### src/egc_pkg.sv
// Shared types and codes for the Elias gamma bitstream codec.
package egc_pkg;

  typedef enum logic [1:0] {
    OP_ENCODE = 2'd0,
    OP_FLUSH  = 2'd1,
    OP_DECODE = 2'd2,
    OP_NONE   = 2'd3
  } op_e;

  localparam logic [1:0] KIND_BYTE  = 2'd0;
  localparam logic [1:0] KIND_VALUE = 2'd1;
  localparam logic [1:0] KIND_ERROR = 2'd2;

  localparam logic [3:0] FULL_BYTE_BITS = 4'd8;

  typedef enum logic [2:0] {
    ST_IDLE,
    ST_SCAN,
    ST_ENC,
    ST_DEC,
    ST_FIN
  } state_e;

  typedef struct packed {
    op_e         op;
    logic [31:0] value_in;
    logic [7:0]  byte_in;
  } in_item_t;

  typedef struct packed {
    logic [1:0]  kind;
    logic [7:0]  byte_out;
    logic [3:0]  bits_valid;
    logic [31:0] value_out;
    logic        last;
  } out_item_t;

endpackage

### src/elias_gamma_bitstream_codec_top.sv
// Elias gamma encoder and decoder over an MSB-first byte stream.
//
//   channel | direction | handshake                   | payload
//   input   | in        | in_valid_i / in_stall_o     | in_item_i  (op, value_in, byte_in)
//   output  | out       | out_valid_o / out_stall_i   | out_item_o (kind, byte_out, ...)
//
// One shared shift register and counter pair does the work, one code bit per unstalled cycle.
// Encode searches the msb in ST_SCAN, sends 2L+1 code bits in ST_ENC, drains in ST_FIN.
// Decode shifts 8 bits in ST_DEC then drains; flush and a zero-value error go to ST_FIN.
// Each result sits in a one-entry hold stage until the next one shows whether it is last.
// Output stalls pause the bit loop only when a produced result has nowhere to go.
// Reset is asynchronous and clears the sequencer and codec state; no clearing pass.
module elias_gamma_bitstream_codec_top
  import egc_pkg::*;
#(
  parameter int VALUE_WIDTH = 32
) (
  input  logic      clk_i,
  input  logic      rst_ni,
  input  logic      in_valid_i,
  output logic      in_stall_o,
  input  in_item_t  in_item_i,
  output logic      out_valid_o,
  input  logic      out_stall_i,
  output out_item_t out_item_o
);

  localparam int PW = (VALUE_WIDTH > 2) ? $clog2(VALUE_WIDTH) : 1;
  localparam logic [PW-1:0] PrefixMax = PW'(VALUE_WIDTH - 1);
  localparam logic [31:0] ValueMask =
    (VALUE_WIDTH >= 32) ? 32'hFFFF_FFFF : 32'((64'd1 << VALUE_WIDTH) - 64'd1);

  state_e state_q, state_d;

  logic [31:0]   shreg_q, shreg_d;
  logic [4:0]    pos_q, pos_d;
  logic [5:0]    rem_q, rem_d;
  logic [2:0]    bitcnt_q, bitcnt_d;

  logic [6:0]    enc_bits_q, enc_bits_d;
  logic [2:0]    enc_cnt_q, enc_cnt_d;

  logic          dec_suffix_q, dec_suffix_d;
  logic [PW-1:0] dec_prefix_q, dec_prefix_d;
  logic [PW-1:0] dec_left_q, dec_left_d;
  logic [31:0]   dec_accum_q, dec_accum_d;

  logic          hold_valid_q, hold_valid_d;
  out_item_t     hold_q, hold_d;

  logic          out_valid_q;
  out_item_t     out_q;

  logic          in_accept;
  logic          can_emit;
  logic [31:0]   masked_value;
  logic [7:0]    flush_byte;

  logic          step_bit;
  logic [7:0]    enc_word;
  logic [31:0]   accum_next;
  logic          res_valid;
  out_item_t     res_item;
  logic          step_go;

  logic          push;
  out_item_t     push_item;

  assign in_stall_o   = (state_q != ST_IDLE);
  assign in_accept    = in_valid_i && !in_stall_o;
  assign can_emit     = !out_valid_q || !out_stall_i;
  assign masked_value = in_item_i.value_in & ValueMask;
  assign flush_byte   = 8'({1'b0, enc_bits_q} << (4'd8 - {1'b0, enc_cnt_q}));

  // Prefix ones while more than L+1 bits remain, then the zero, then the suffix bits.
  always_comb begin
    if (state_q == ST_ENC) begin
      if (rem_q > (6'(pos_q) + 6'd1)) begin
        step_bit = 1'b1;
      end else if (rem_q == (6'(pos_q) + 6'd1)) begin
        step_bit = 1'b0;
      end else begin
        step_bit = shreg_q[30];
      end
    end else begin
      step_bit = shreg_q[31];
    end
  end

  assign enc_word   = {enc_bits_q, step_bit};
  assign accum_next = {dec_accum_q[30:0], step_bit};

  // Result produced by the current bit step, before gating.
  always_comb begin
    res_valid = 1'b0;
    res_item  = '0;
    unique case (state_q)
      ST_ENC: begin
        if (enc_cnt_q == 3'd7) begin
          res_valid           = 1'b1;
          res_item.kind       = KIND_BYTE;
          res_item.byte_out   = enc_word;
          res_item.bits_valid = FULL_BYTE_BITS;
        end
      end
      ST_DEC: begin
        if (!dec_suffix_q) begin
          if (step_bit && (dec_prefix_q >= PrefixMax)) begin
            res_valid     = 1'b1;
            res_item.kind = KIND_ERROR;
          end else if (!step_bit && (dec_prefix_q == '0)) begin
            res_valid          = 1'b1;
            res_item.kind      = KIND_VALUE;
            res_item.value_out = 32'd1;
          end
        end else if (dec_left_q == PW'(1)) begin
          res_valid          = 1'b1;
          res_item.kind      = KIND_VALUE;
          res_item.value_out = accum_next;
        end
      end
      ST_IDLE, ST_SCAN, ST_FIN: begin
      end
      default: begin
      end
    endcase
  end

  assign step_go = !res_valid || !hold_valid_q || can_emit;

  // Next state.
  always_comb begin
    state_d = state_q;
    unique case (state_q)
      ST_IDLE: begin
        if (in_accept) begin
          unique case (in_item_i.op)
            OP_ENCODE: state_d = (masked_value == '0) ? ST_FIN : ST_SCAN;
            OP_DECODE: state_d = ST_DEC;
            OP_FLUSH:  state_d = ST_FIN;
            OP_NONE:   state_d = ST_FIN;
            default:   state_d = ST_FIN;
          endcase
        end
      end
      ST_SCAN: begin
        if (shreg_q[31]) state_d = ST_ENC;
      end
      ST_ENC: begin
        if (step_go && (rem_q == 6'd1)) state_d = ST_FIN;
      end
      ST_DEC: begin
        if (step_go && (bitcnt_q == '0)) state_d = ST_FIN;
      end
      ST_FIN: begin
        if (!hold_valid_q || can_emit) state_d = ST_IDLE;
      end
      default: state_d = ST_IDLE;
    endcase
  end

  // Datapath and result routing.
  always_comb begin
    shreg_d      = shreg_q;
    pos_d        = pos_q;
    rem_d        = rem_q;
    bitcnt_d     = bitcnt_q;
    enc_bits_d   = enc_bits_q;
    enc_cnt_d    = enc_cnt_q;
    dec_suffix_d = dec_suffix_q;
    dec_prefix_d = dec_prefix_q;
    dec_left_d   = dec_left_q;
    dec_accum_d  = dec_accum_q;
    hold_valid_d = hold_valid_q;
    hold_d       = hold_q;
    push         = 1'b0;
    push_item    = hold_q;

    unique case (state_q)
      ST_IDLE: begin
        if (in_accept) begin
          unique case (in_item_i.op)
            OP_ENCODE: begin
              shreg_d = masked_value;
              pos_d   = 5'd31;
              if (masked_value == '0) begin
                hold_valid_d = 1'b1;
                hold_d       = '0;
                hold_d.kind  = KIND_ERROR;
              end
            end
            OP_FLUSH: begin
              if (enc_cnt_q != '0) begin
                hold_valid_d      = 1'b1;
                hold_d            = '0;
                hold_d.kind       = KIND_BYTE;
                hold_d.byte_out   = flush_byte;
                hold_d.bits_valid = {1'b0, enc_cnt_q};
                enc_bits_d        = '0;
                enc_cnt_d         = '0;
              end
            end
            OP_DECODE: begin
              shreg_d  = {in_item_i.byte_in, 24'd0};
              bitcnt_d = 3'd7;
            end
            OP_NONE: begin
            end
            default: begin
            end
          endcase
        end
      end
      ST_SCAN: begin
        if (shreg_q[31]) begin
          rem_d = {pos_q, 1'b1};
        end else begin
          shreg_d = {shreg_q[30:0], 1'b0};
          pos_d   = pos_q - 5'd1;
        end
      end
      ST_ENC: begin
        if (step_go) begin
          rem_d = rem_q - 6'd1;
          if (rem_q <= 6'(pos_q)) shreg_d = {shreg_q[30:0], 1'b0};
          if (enc_cnt_q == 3'd7) begin
            enc_bits_d = '0;
            enc_cnt_d  = '0;
          end else begin
            enc_bits_d = enc_word[6:0];
            enc_cnt_d  = enc_cnt_q + 3'd1;
          end
        end
      end
      ST_DEC: begin
        if (step_go) begin
          shreg_d  = {shreg_q[30:0], 1'b0};
          bitcnt_d = bitcnt_q - 3'd1;
          if (!dec_suffix_q) begin
            if (step_bit) begin
              if (dec_prefix_q >= PrefixMax) begin
                dec_prefix_d = '0;
              end else begin
                dec_prefix_d = dec_prefix_q + PW'(1);
              end
            end else if (dec_prefix_q != '0) begin
              dec_suffix_d = 1'b1;
              dec_left_d   = dec_prefix_q;
              dec_accum_d  = 32'd1;
            end
          end else begin
            dec_accum_d = accum_next;
            dec_left_d  = dec_left_q - PW'(1);
            if (dec_left_q == PW'(1)) begin
              dec_suffix_d = 1'b0;
              dec_prefix_d = '0;
              dec_left_d   = '0;
              dec_accum_d  = '0;
            end
          end
        end
      end
      ST_FIN: begin
        if (hold_valid_q && can_emit) begin
          push           = 1'b1;
          push_item      = hold_q;
          push_item.last = 1'b1;
          hold_valid_d   = 1'b0;
        end
      end
      default: begin
      end
    endcase

    // A new result shows that the held one is not the last of its item.
    if (res_valid && step_go && ((state_q == ST_ENC) || (state_q == ST_DEC))) begin
      if (hold_valid_q) begin
        push           = 1'b1;
        push_item      = hold_q;
        push_item.last = 1'b0;
      end
      hold_valid_d = 1'b1;
      hold_d       = res_item;
    end
  end

  always_ff @(posedge clk_i or negedge rst_ni) begin
    if (!rst_ni) begin
      state_q      <= ST_IDLE;
      enc_bits_q   <= '0;
      enc_cnt_q    <= '0;
      dec_suffix_q <= 1'b0;
      dec_prefix_q <= '0;
      dec_left_q   <= '0;
      dec_accum_q  <= '0;
      hold_valid_q <= 1'b0;
      out_valid_q  <= 1'b0;
    end else begin
      state_q      <= state_d;
      enc_bits_q   <= enc_bits_d;
      enc_cnt_q    <= enc_cnt_d;
      dec_suffix_q <= dec_suffix_d;
      dec_prefix_q <= dec_prefix_d;
      dec_left_q   <= dec_left_d;
      dec_accum_q  <= dec_accum_d;
      hold_valid_q <= hold_valid_d;
      if (push) begin
        out_valid_q <= 1'b1;
      end else if (!out_stall_i) begin
        out_valid_q <= 1'b0;
      end
    end
  end

  always_ff @(posedge clk_i) begin
    shreg_q  <= shreg_d;
    pos_q    <= pos_d;
    rem_q    <= rem_d;
    bitcnt_q <= bitcnt_d;
    hold_q   <= hold_d;
    if (push) out_q <= push_item;
  end

  assign out_valid_o = out_valid_q;
  assign out_item_o  = out_q;

endmodule

### config.mk
export PLATFORM = sky130hd
export DESIGN_NAME = elias_gamma_bitstream_codec_top
export DESIGN_NICKNAME = d
export VERILOG_FILES = /design/src/egc_pkg.sv /design/src/elias_gamma_bitstream_codec_top.sv
export SDC_FILE = /design/constraint.sdc
export NUM_CORES = 1
export LEC_CHECK = 0
export BUFFER_PORTS_ARGS = -buffer_cell sky130_fd_sc_hd__clkbuf_2
export CAP_MARGIN = 20
export CORE_UTILIZATION = 50
export DETAILED_ROUTE_END_ITERATION = 6
export GPL_ROUTABILITY_DRIVEN = 0
export PLACE_DENSITY = 0.7
export SYNTH_ARGS = -nofsm -noshare
export SYNTH_HDL_FRONTEND = slang
export SYNTH_SLANG_ARGS = --single-unit
export TNS_END_PERCENT = 20
### constraint.sdc
create_clock -name clk_i -period 6.15 [get_ports clk_i]
set_input_delay 0 -clock clk_i [delete_from_list [all_inputs] [get_ports clk_i]]
set_output_delay 0 -clock clk_i [all_outputs]
set_load 0.02 [all_outputs]
# Yosys cells after proc, flatten, opt, wreduce, memory -nomap -nowiden
# Index checks and enable logic that the tools add are counted.
# Widths: inputs -> output; s select.
[word_totals] register_bits=197 in_bits=46 out_inout_bits=49 elab_cells=224
[op_classes] n_addsub=8 n_lt_le_gt_ge=3 eq_ne=37 shift=1 mux=98 reduce_logical=53
[ops] op="$mux 32" count=8
[ops] op="$mux 47" count=5
[ops] op="$pmux 32 s4" count=1
[ops] op="$mux 31" count=4
[ops] op="$pmux 47 s2" count=1
[ops] op="$pmux 32 s2" count=1
[ops] op="$mux 5" count=11
[ops] op="$mux 3" count=14
[ops] op="$mux 7" count=5
[ops] op="$logic_not 32->1" count=1
[ops] op="$mux 1" count=31
[ops] op="$mux 12" count=2
[ops] op="$ne 2x2->1 const B" count=12
[ops] op="$reduce_and 5->1" count=4
[ops] op="$reduce_bool 2->1" count=9
[ops] op="$reduce_and 4->1" count=4
[ops] op="$pmux 3 s5" count=1
[ops] op="$pmux 7 s2" count=1
[ops] op="$mux 6" count=2
[ops] op="$ne 2x1->1 const B" count=6
[ops] op="$ne 3x3->1 const B" count=4
[ops] op="$pmux 3 s2" count=2
[ops] op="$pmux 6 s2" count=1
[ops] op="$reduce_and 6->1" count=2
[ops] op="other kinds (40)" count=68

# Depth between registers and ports, before layout
[depth] depth_word=18 mapped_depth=14 ltp_nobuf=11

# Worst setup path after synthesis
# No wires, ideal clock.
[synth_timing] path_type="reg2reg" start="reg pos_q[2]" end="reg out_q, in the netlist out_item_o[0] (enable)" t_arrival_ns=5.164 required_ns=5.670 setup_slack_ns=0.506 stages_incl_launch_ff=12 n_path_buf=2 period_less_slack_ns=5.644 path_cell_list="edfxtp_1 -> clkbuf_1 -> inv_1 -> nor3_1 -> nand3_1 -> ha_1 -> nand4_2 -> o211a_1 -> or3_1 -> buf_6 -> o31a_1 -> a31oi_1"
[synth_via] elab_chain_len=17 elab_cells_between_ends=19 classes_between="add/sub: 1; order compare: 1; eq/ne: 1; mux: 8; reduce/logical: 8"
[synth_lines] element="from (decl)" line="elias_gamma_bitstream_codec_top.sv:36" source="logic [4:0] pos_q, pos_d;"
[synth_lines] element="from (signal assigned)" line="elias_gamma_bitstream_codec_top.sv:317" source="pos_q <= pos_d;"
[synth_lines] element="$add 5x1->6 (*)" line="elias_gamma_bitstream_codec_top.sv:78, elias_gamma_bitstream_codec_top.sv:80"
[synth_lines] element="branches (longest 2 deep; another with $gt 6x6->1)"
[synth_lines] element="$mux 1 (*)" line="elias_gamma_bitstream_codec_top.sv:78" source="if (rem_q > (6'(pos_q) + 6'd1)) begin"
[synth_lines] element="$mux 1 (*)" line="elias_gamma_bitstream_codec_top.sv:77" source="if (state_q == ST_ENC) begin"
[synth_lines] element="$logic_not 1->1" line="elias_gamma_bitstream_codec_top.sv:111" source="end else if (!step_bit && (dec_prefix_q == '0)) begin"
[synth_lines] element="$logic_and 1x1->1" line="elias_gamma_bitstream_codec_top.sv:111"
[synth_lines] element="$mux 1" line="elias_gamma_bitstream_codec_top.sv:111"
[synth_lines] element="$mux 1 (*)" line="elias_gamma_bitstream_codec_top.sv:108" source="if (step_bit && (dec_prefix_q >= PrefixMax)) begin"
[synth_lines] element="$mux 1 (*)" line="elias_gamma_bitstream_codec_top.sv:107" source="if (!dec_suffix_q) begin"
[synth_lines] element="$pmux 1 s2 (*)" line="elias_gamma_bitstream_codec_top.sv:97" source="unique case (state_q)"
[synth_lines] element="$logic_not 1->1" line="elias_gamma_bitstream_codec_top.sv:129" source="assign step_go = !res_valid || !hold_valid_q || can_emit;"
[synth_lines] element="$logic_or 1x1->1 (2 in a row)" line="elias_gamma_bitstream_codec_top.sv:129"
[synth_lines] element="$logic_and 1x1->1 (*) (2 in a row)" line="elias_gamma_bitstream_codec_top.sv:276" source="if (res_valid && step_go && ((state_q == ST_ENC) || (state_q == ST_DEC))) begin"
[synth_lines] element="$mux 1 (*)" line="elias_gamma_bitstream_codec_top.sv:276"
[synth_lines] element="via push" line="elias_gamma_bitstream_codec_top.sv:66" source="logic push;"
[synth_lines] element="to (signal assigned)" line="elias_gamma_bitstream_codec_top.sv:321" source="if (push) out_q <= push_item;"
[synth_lines] element="to (decl)" line="elias_gamma_bitstream_codec_top.sv:52" source="out_item_t out_q;"
# Mark *: on every way through the listed nets, which the timed path passes.
# A chain may end at the register's enable or synchronous reset.

# Worst setup path after layout
[layout_timing] start="reg pos_q[2]" end="reg hold_q[6] (netlist bit) (enable)"
[layout_via] elab_chain_len=18 elab_cells_between_ends=24 classes_between="add/sub: 1; order compare: 1; eq/ne: 3; mux: 7; reduce/logical: 12"
[layout_lines] element="$add 5x1->6 (*)" line="elias_gamma_bitstream_codec_top.sv:78, elias_gamma_bitstream_codec_top.sv:80"
[layout_lines] element="branches (longest 2 deep; another with $gt 6x6->1)"
[layout_lines] element="$mux 1 (*)" line="elias_gamma_bitstream_codec_top.sv:78"
[layout_lines] element="$mux 1 (*)" line="elias_gamma_bitstream_codec_top.sv:77"
[layout_lines] element="$logic_not 1->1" line="elias_gamma_bitstream_codec_top.sv:111"
[layout_lines] element="$logic_and 1x1->1" line="elias_gamma_bitstream_codec_top.sv:111"
[layout_lines] element="$mux 1" line="elias_gamma_bitstream_codec_top.sv:111"
[layout_lines] element="$mux 1 (*)" line="elias_gamma_bitstream_codec_top.sv:108"
[layout_lines] element="$mux 1 (*)" line="elias_gamma_bitstream_codec_top.sv:107"
[layout_lines] element="$pmux 1 s2 (*)" line="elias_gamma_bitstream_codec_top.sv:97"
[layout_lines] element="$logic_not 1->1" line="elias_gamma_bitstream_codec_top.sv:129"
[layout_lines] element="$logic_or 1x1->1 (2 in a row)" line="elias_gamma_bitstream_codec_top.sv:129"
[layout_lines] element="$logic_and 1x1->1 (*) (2 in a row)" line="elias_gamma_bitstream_codec_top.sv:276"
[layout_lines] element="$ne 3x3->1 (no source line) (tied with other cells)"
[layout_lines] element="$reduce_and 5->1 (no source line) (*)"
[layout_lines] element="to (signal assigned)" line="elias_gamma_bitstream_codec_top.sv:320" source="hold_q <= hold_d;"
[layout_lines] element="to (decl)" line="elias_gamma_bitstream_codec_top.sv:49" source="out_item_t hold_q, hold_d;"
# Mark *: on every way between the ends.

==> impl_metrics.json <==
{
  "setup_tns_ns": 0,
  "ir_drop_mv": 0.260,
  "cts-root-buf": "clkbuf_16",
  "io_pins": 95,
  "drc": 0,
  "rows": 48,
  "clkLatencyLatePin_ns": 0.44,
  "wire_per_inst_um": 16.0,
  "fin_nets": 921,
  "run_status": "finished clean",
  "final_cell_mix": "edfxtp_1 (139), nand2_1 (110), clkbuf_2 (94)",
  "start_util_pct": 51.1,
  "antennaDiodeCount": 0,
  "endpoint_kind": "register",
  "yosysTopAreaCell": "edfxtp_1",
  "finalCritPeriodShare_pct": 68.3,
  "dieArea_um2": 18200,
  "num_vias": 6034,
  "synth-seq-area-share_pct": 63.4,
  "numCtsBuffers": 17,
  "netlist_area_um2": 8830,
  "final.min_clock_period_ns": 4.20,
  "fin_area_um2": 10600,
  "drive_gt1_share_pct": 17.7,
  "fp.dieW_um": 135,
  "die_h_um": 135,
  "critPathBufInv": 2,
  "synth_edf_count": 139,
  "antenna_found_initial": 0,
  "setup_violations": 0,
  "maxCapViolCount": 0,
  "final_common_cell": "edfxtp_1",
  "cp.arrival_ns": 4.38,
  "max_stage_delay_ns": 0.85,
  "wirelength_um": 17400,
  "htreeDepth": 4,
  "synth_fp_nets": 793,
  "crit_path_start_kind": "register",
  "ys_ff_latch": 196,
  "postCtsSetupRepairBufs": 0,
  "critPathKind": "register to register",
  "grt_max_degree": 58,
  "holdWs_ns": 0.0855,
  "cts_resized": 0,
  "crit_fanout": 42,
  "synth.distinct_cells": 63,
  "fin_worst_skew_ns": 0.00841,
  "gr-total-overflow": 0,
  "p_leak_nw": 4.18,
  "seq_area_um2": 5600,
  "fill_cells": 1356,
  "hold_viol": 0,
  "cp_top_family": "compound AO/OA/AOI/OAI gates",
  "hp-class": "input pin to register",
  "port_buffers": 94,
  "syn_inst": 721,
  "synth_ff_type": "edfxtp_1",
  "fmax_mhz": 238,
  "placed_area_um2": 9500,
  "synth_top_area_share_pct": 47.3,
  "crit_path_top_delay_cell": "a311oi_2",
  "grt_use_total_pct": 20.2,
  "clock_path_buffers": 2,
  "tritoncts": "done",
  "required_ns": 6.33,
  "multi_input_area_um2": 3000,
  "power.density_nw_per_um2": 425,
  "core_um2": 17300,
  "grt_pass1_vias": 5900,
  "firstDrtPassIters": 5,
  "drt_iter0_markers": 477,
  "synth_area_leaders": "edfxtp_1 (47%), dfrtp_1 (16%), nand2_1 (4.7%)",
  "finalNonFillerCells": 1087,
  "crit_path_cell_trace": "inv_1, nor3_1, nand3_1, ha_1, a211o_1, a31oi_1, o211a_1, or3_1, nor4_1, a311oi_2, nand2_2, buf_12",
  "vias_per_cell": 5.55,
  "yosysWarnings": 0,
  "syn_to_final_growth_pct": 19.5,
  "grt_pass1_wl_um": 28500,
  "tightest_slew_ns": 1.01,
  "slew_headroom_pct": 32.4,
  "hpwl_um": 11300,
  "placed_cells": 1012,
  "async_reset_ff_share_pct": 29.1,
  "rsz0062_at_grt": "no",
  "ant_nets": 0,
  "postSynthAreaPerCell_um2": 12.3,
  "drv_slew": 0,
  "clock-sinks": 196,
  "hold_buffers": 41,
  "post-route-util_pct": 61.1,
  "clk_pin_slew_ns": 0.07
}
-- cell type report --
class,instances,share of cell area (%)
Inverter,28,0.995
Tap cell,225,2.67
Timing Repair Buffer,143,9.10
Clock buffer,17,4.03
Multi-Input combinational cell,463,28.4
Clock inverter,15,1.77
Sequential cell,196,53.0
-- tightest hold or removal path, delay by kind of cell --
| kind | cells | cell delay, ns |
|---|---|---|
| buffers and inverters | 1 | 0.18 |
| AO/OA/AOI/OAI | 2 | 0.28 |
-- Yosys cell counts (2+ instances only) --
cell and instances:
nor2_1 29, xnor2_1 8, nor3_1 12, mux2i_1 16, a22o_1 33, a32oi_1 2
buf_6 4, a211oi_1 2, nor4b_1 3, edfxtp_1 139, and3_1 10, nor2b_1 8
a32o_1 10, nor3b_1 2, o22ai_1 4, inv_2 2, ha_1 26, o21ai_0 9
o21ai_1 54, a31oi_1 7, mux2_1 5, and2_1 33, o21a_1 2, nand3_1 7
xor2_1 3, nand3b_1 3, inv_1 26, clkbuf_1 26, a21oi_1 18, or2_2 2
o31a_1 2, nor4_1 9, nand2b_1 3, dfrtp_1 57, o22a_1 2, mux2_2 2
nand4_1 2, o311ai_0 2, nand2_1 111, buf_2 3
-- layer usage --
layer / share of wire [%] / track usage, % / vias to the layer above / routed length (um)
met4: 1.9 / 7.80 / 0 / 333
met5: 0 / 0 / - / 0
met1: 44 / 25.4 / 2904 / 7640
met3: 5.0 / 4.17 / 30 / 877
li1: - / - / 2901 / -
met2: 49 / 34.2 / 199 / 8520
-- stage by stage --
stage	setup WS [ns]	total power, mW
4_1_cts	1.37	4.47
6_report	1.95	4.48
3_3_place_gp	1.69	3.24
3_5_place_dp	1.39	3.31
5_1_grt	1.69	4.72
2_1_floorplan	0.506	2.96
-- power by group --
part / internal (mW) / switching [mW]
Clock: 0.619 / 0.520
Sequential: 1.82 / 0.238
Combinational: 0.491 / 0.798
-- flip-flops by register name, indices dropped and copies added (netlist names), 5 cells and up --
register / flops
dec_left_q: 5
enc_bits_q: 7
hold_q: 46
shreg_q: 32
out_item_o: 47
dec_prefix_q: 5
rem_q: 6
pos_q: 5
dec_accum_q: 31
-- worst paths after layout --
| kind | from | slack, ns | end | cells past startpoint |
|---|---|---|---|---|
| max | pos_q[2]$_SDFFCE_PN1P_ | 1.95 | hold_q[6]$_SDFFCE_PN0P_ | 12 |
| min | in_item_i[40] | 0.09 | state_q[2]$_DFFE_PN0P_ | 3 |
| max reg2reg | pos_q[2]$_SDFFCE_PN1P_ | 1.95 | hold_q[6]$_SDFFCE_PN0P_ | 12 |
| min reg2reg | hold_q[27]$_SDFFCE_PN0P_ | 0.42 | out_item_o[27]$_DFFE_PP_ | 0 |
| max in group asynchronous | rst_ni | 5.42 | enc_bits_q[2]$_DFFE_PN0P_ | 3 |
| min in group asynchronous | rst_ni | 0.24 | dec_prefix_q[4]$_DFFE_PN0P_ | 3 |
-- cells by family (layout without fill, tap and decap cells) --
| kind of cell | Yosys count | count (layout) | synth area share, % |
|---|---|---|---|
| AND/OR/NAND/NOR | 247 | 247 | 14.1 |
| flip-flops | 196 | 196 | 63.4 |
| AO/OA/AOI/OAI | 155 | 155 | 11.8 |
| buffers and inverters | 62 | 203 | 3.02 |
| adder cells (fa/ha/maj) | 26 | 26 | 3.68 |
| multiplexers | 24 | 24 | 2.96 |
| XOR/XNOR | 11 | 11 | 1.09 |
Power figures use the tool's default switching activity.
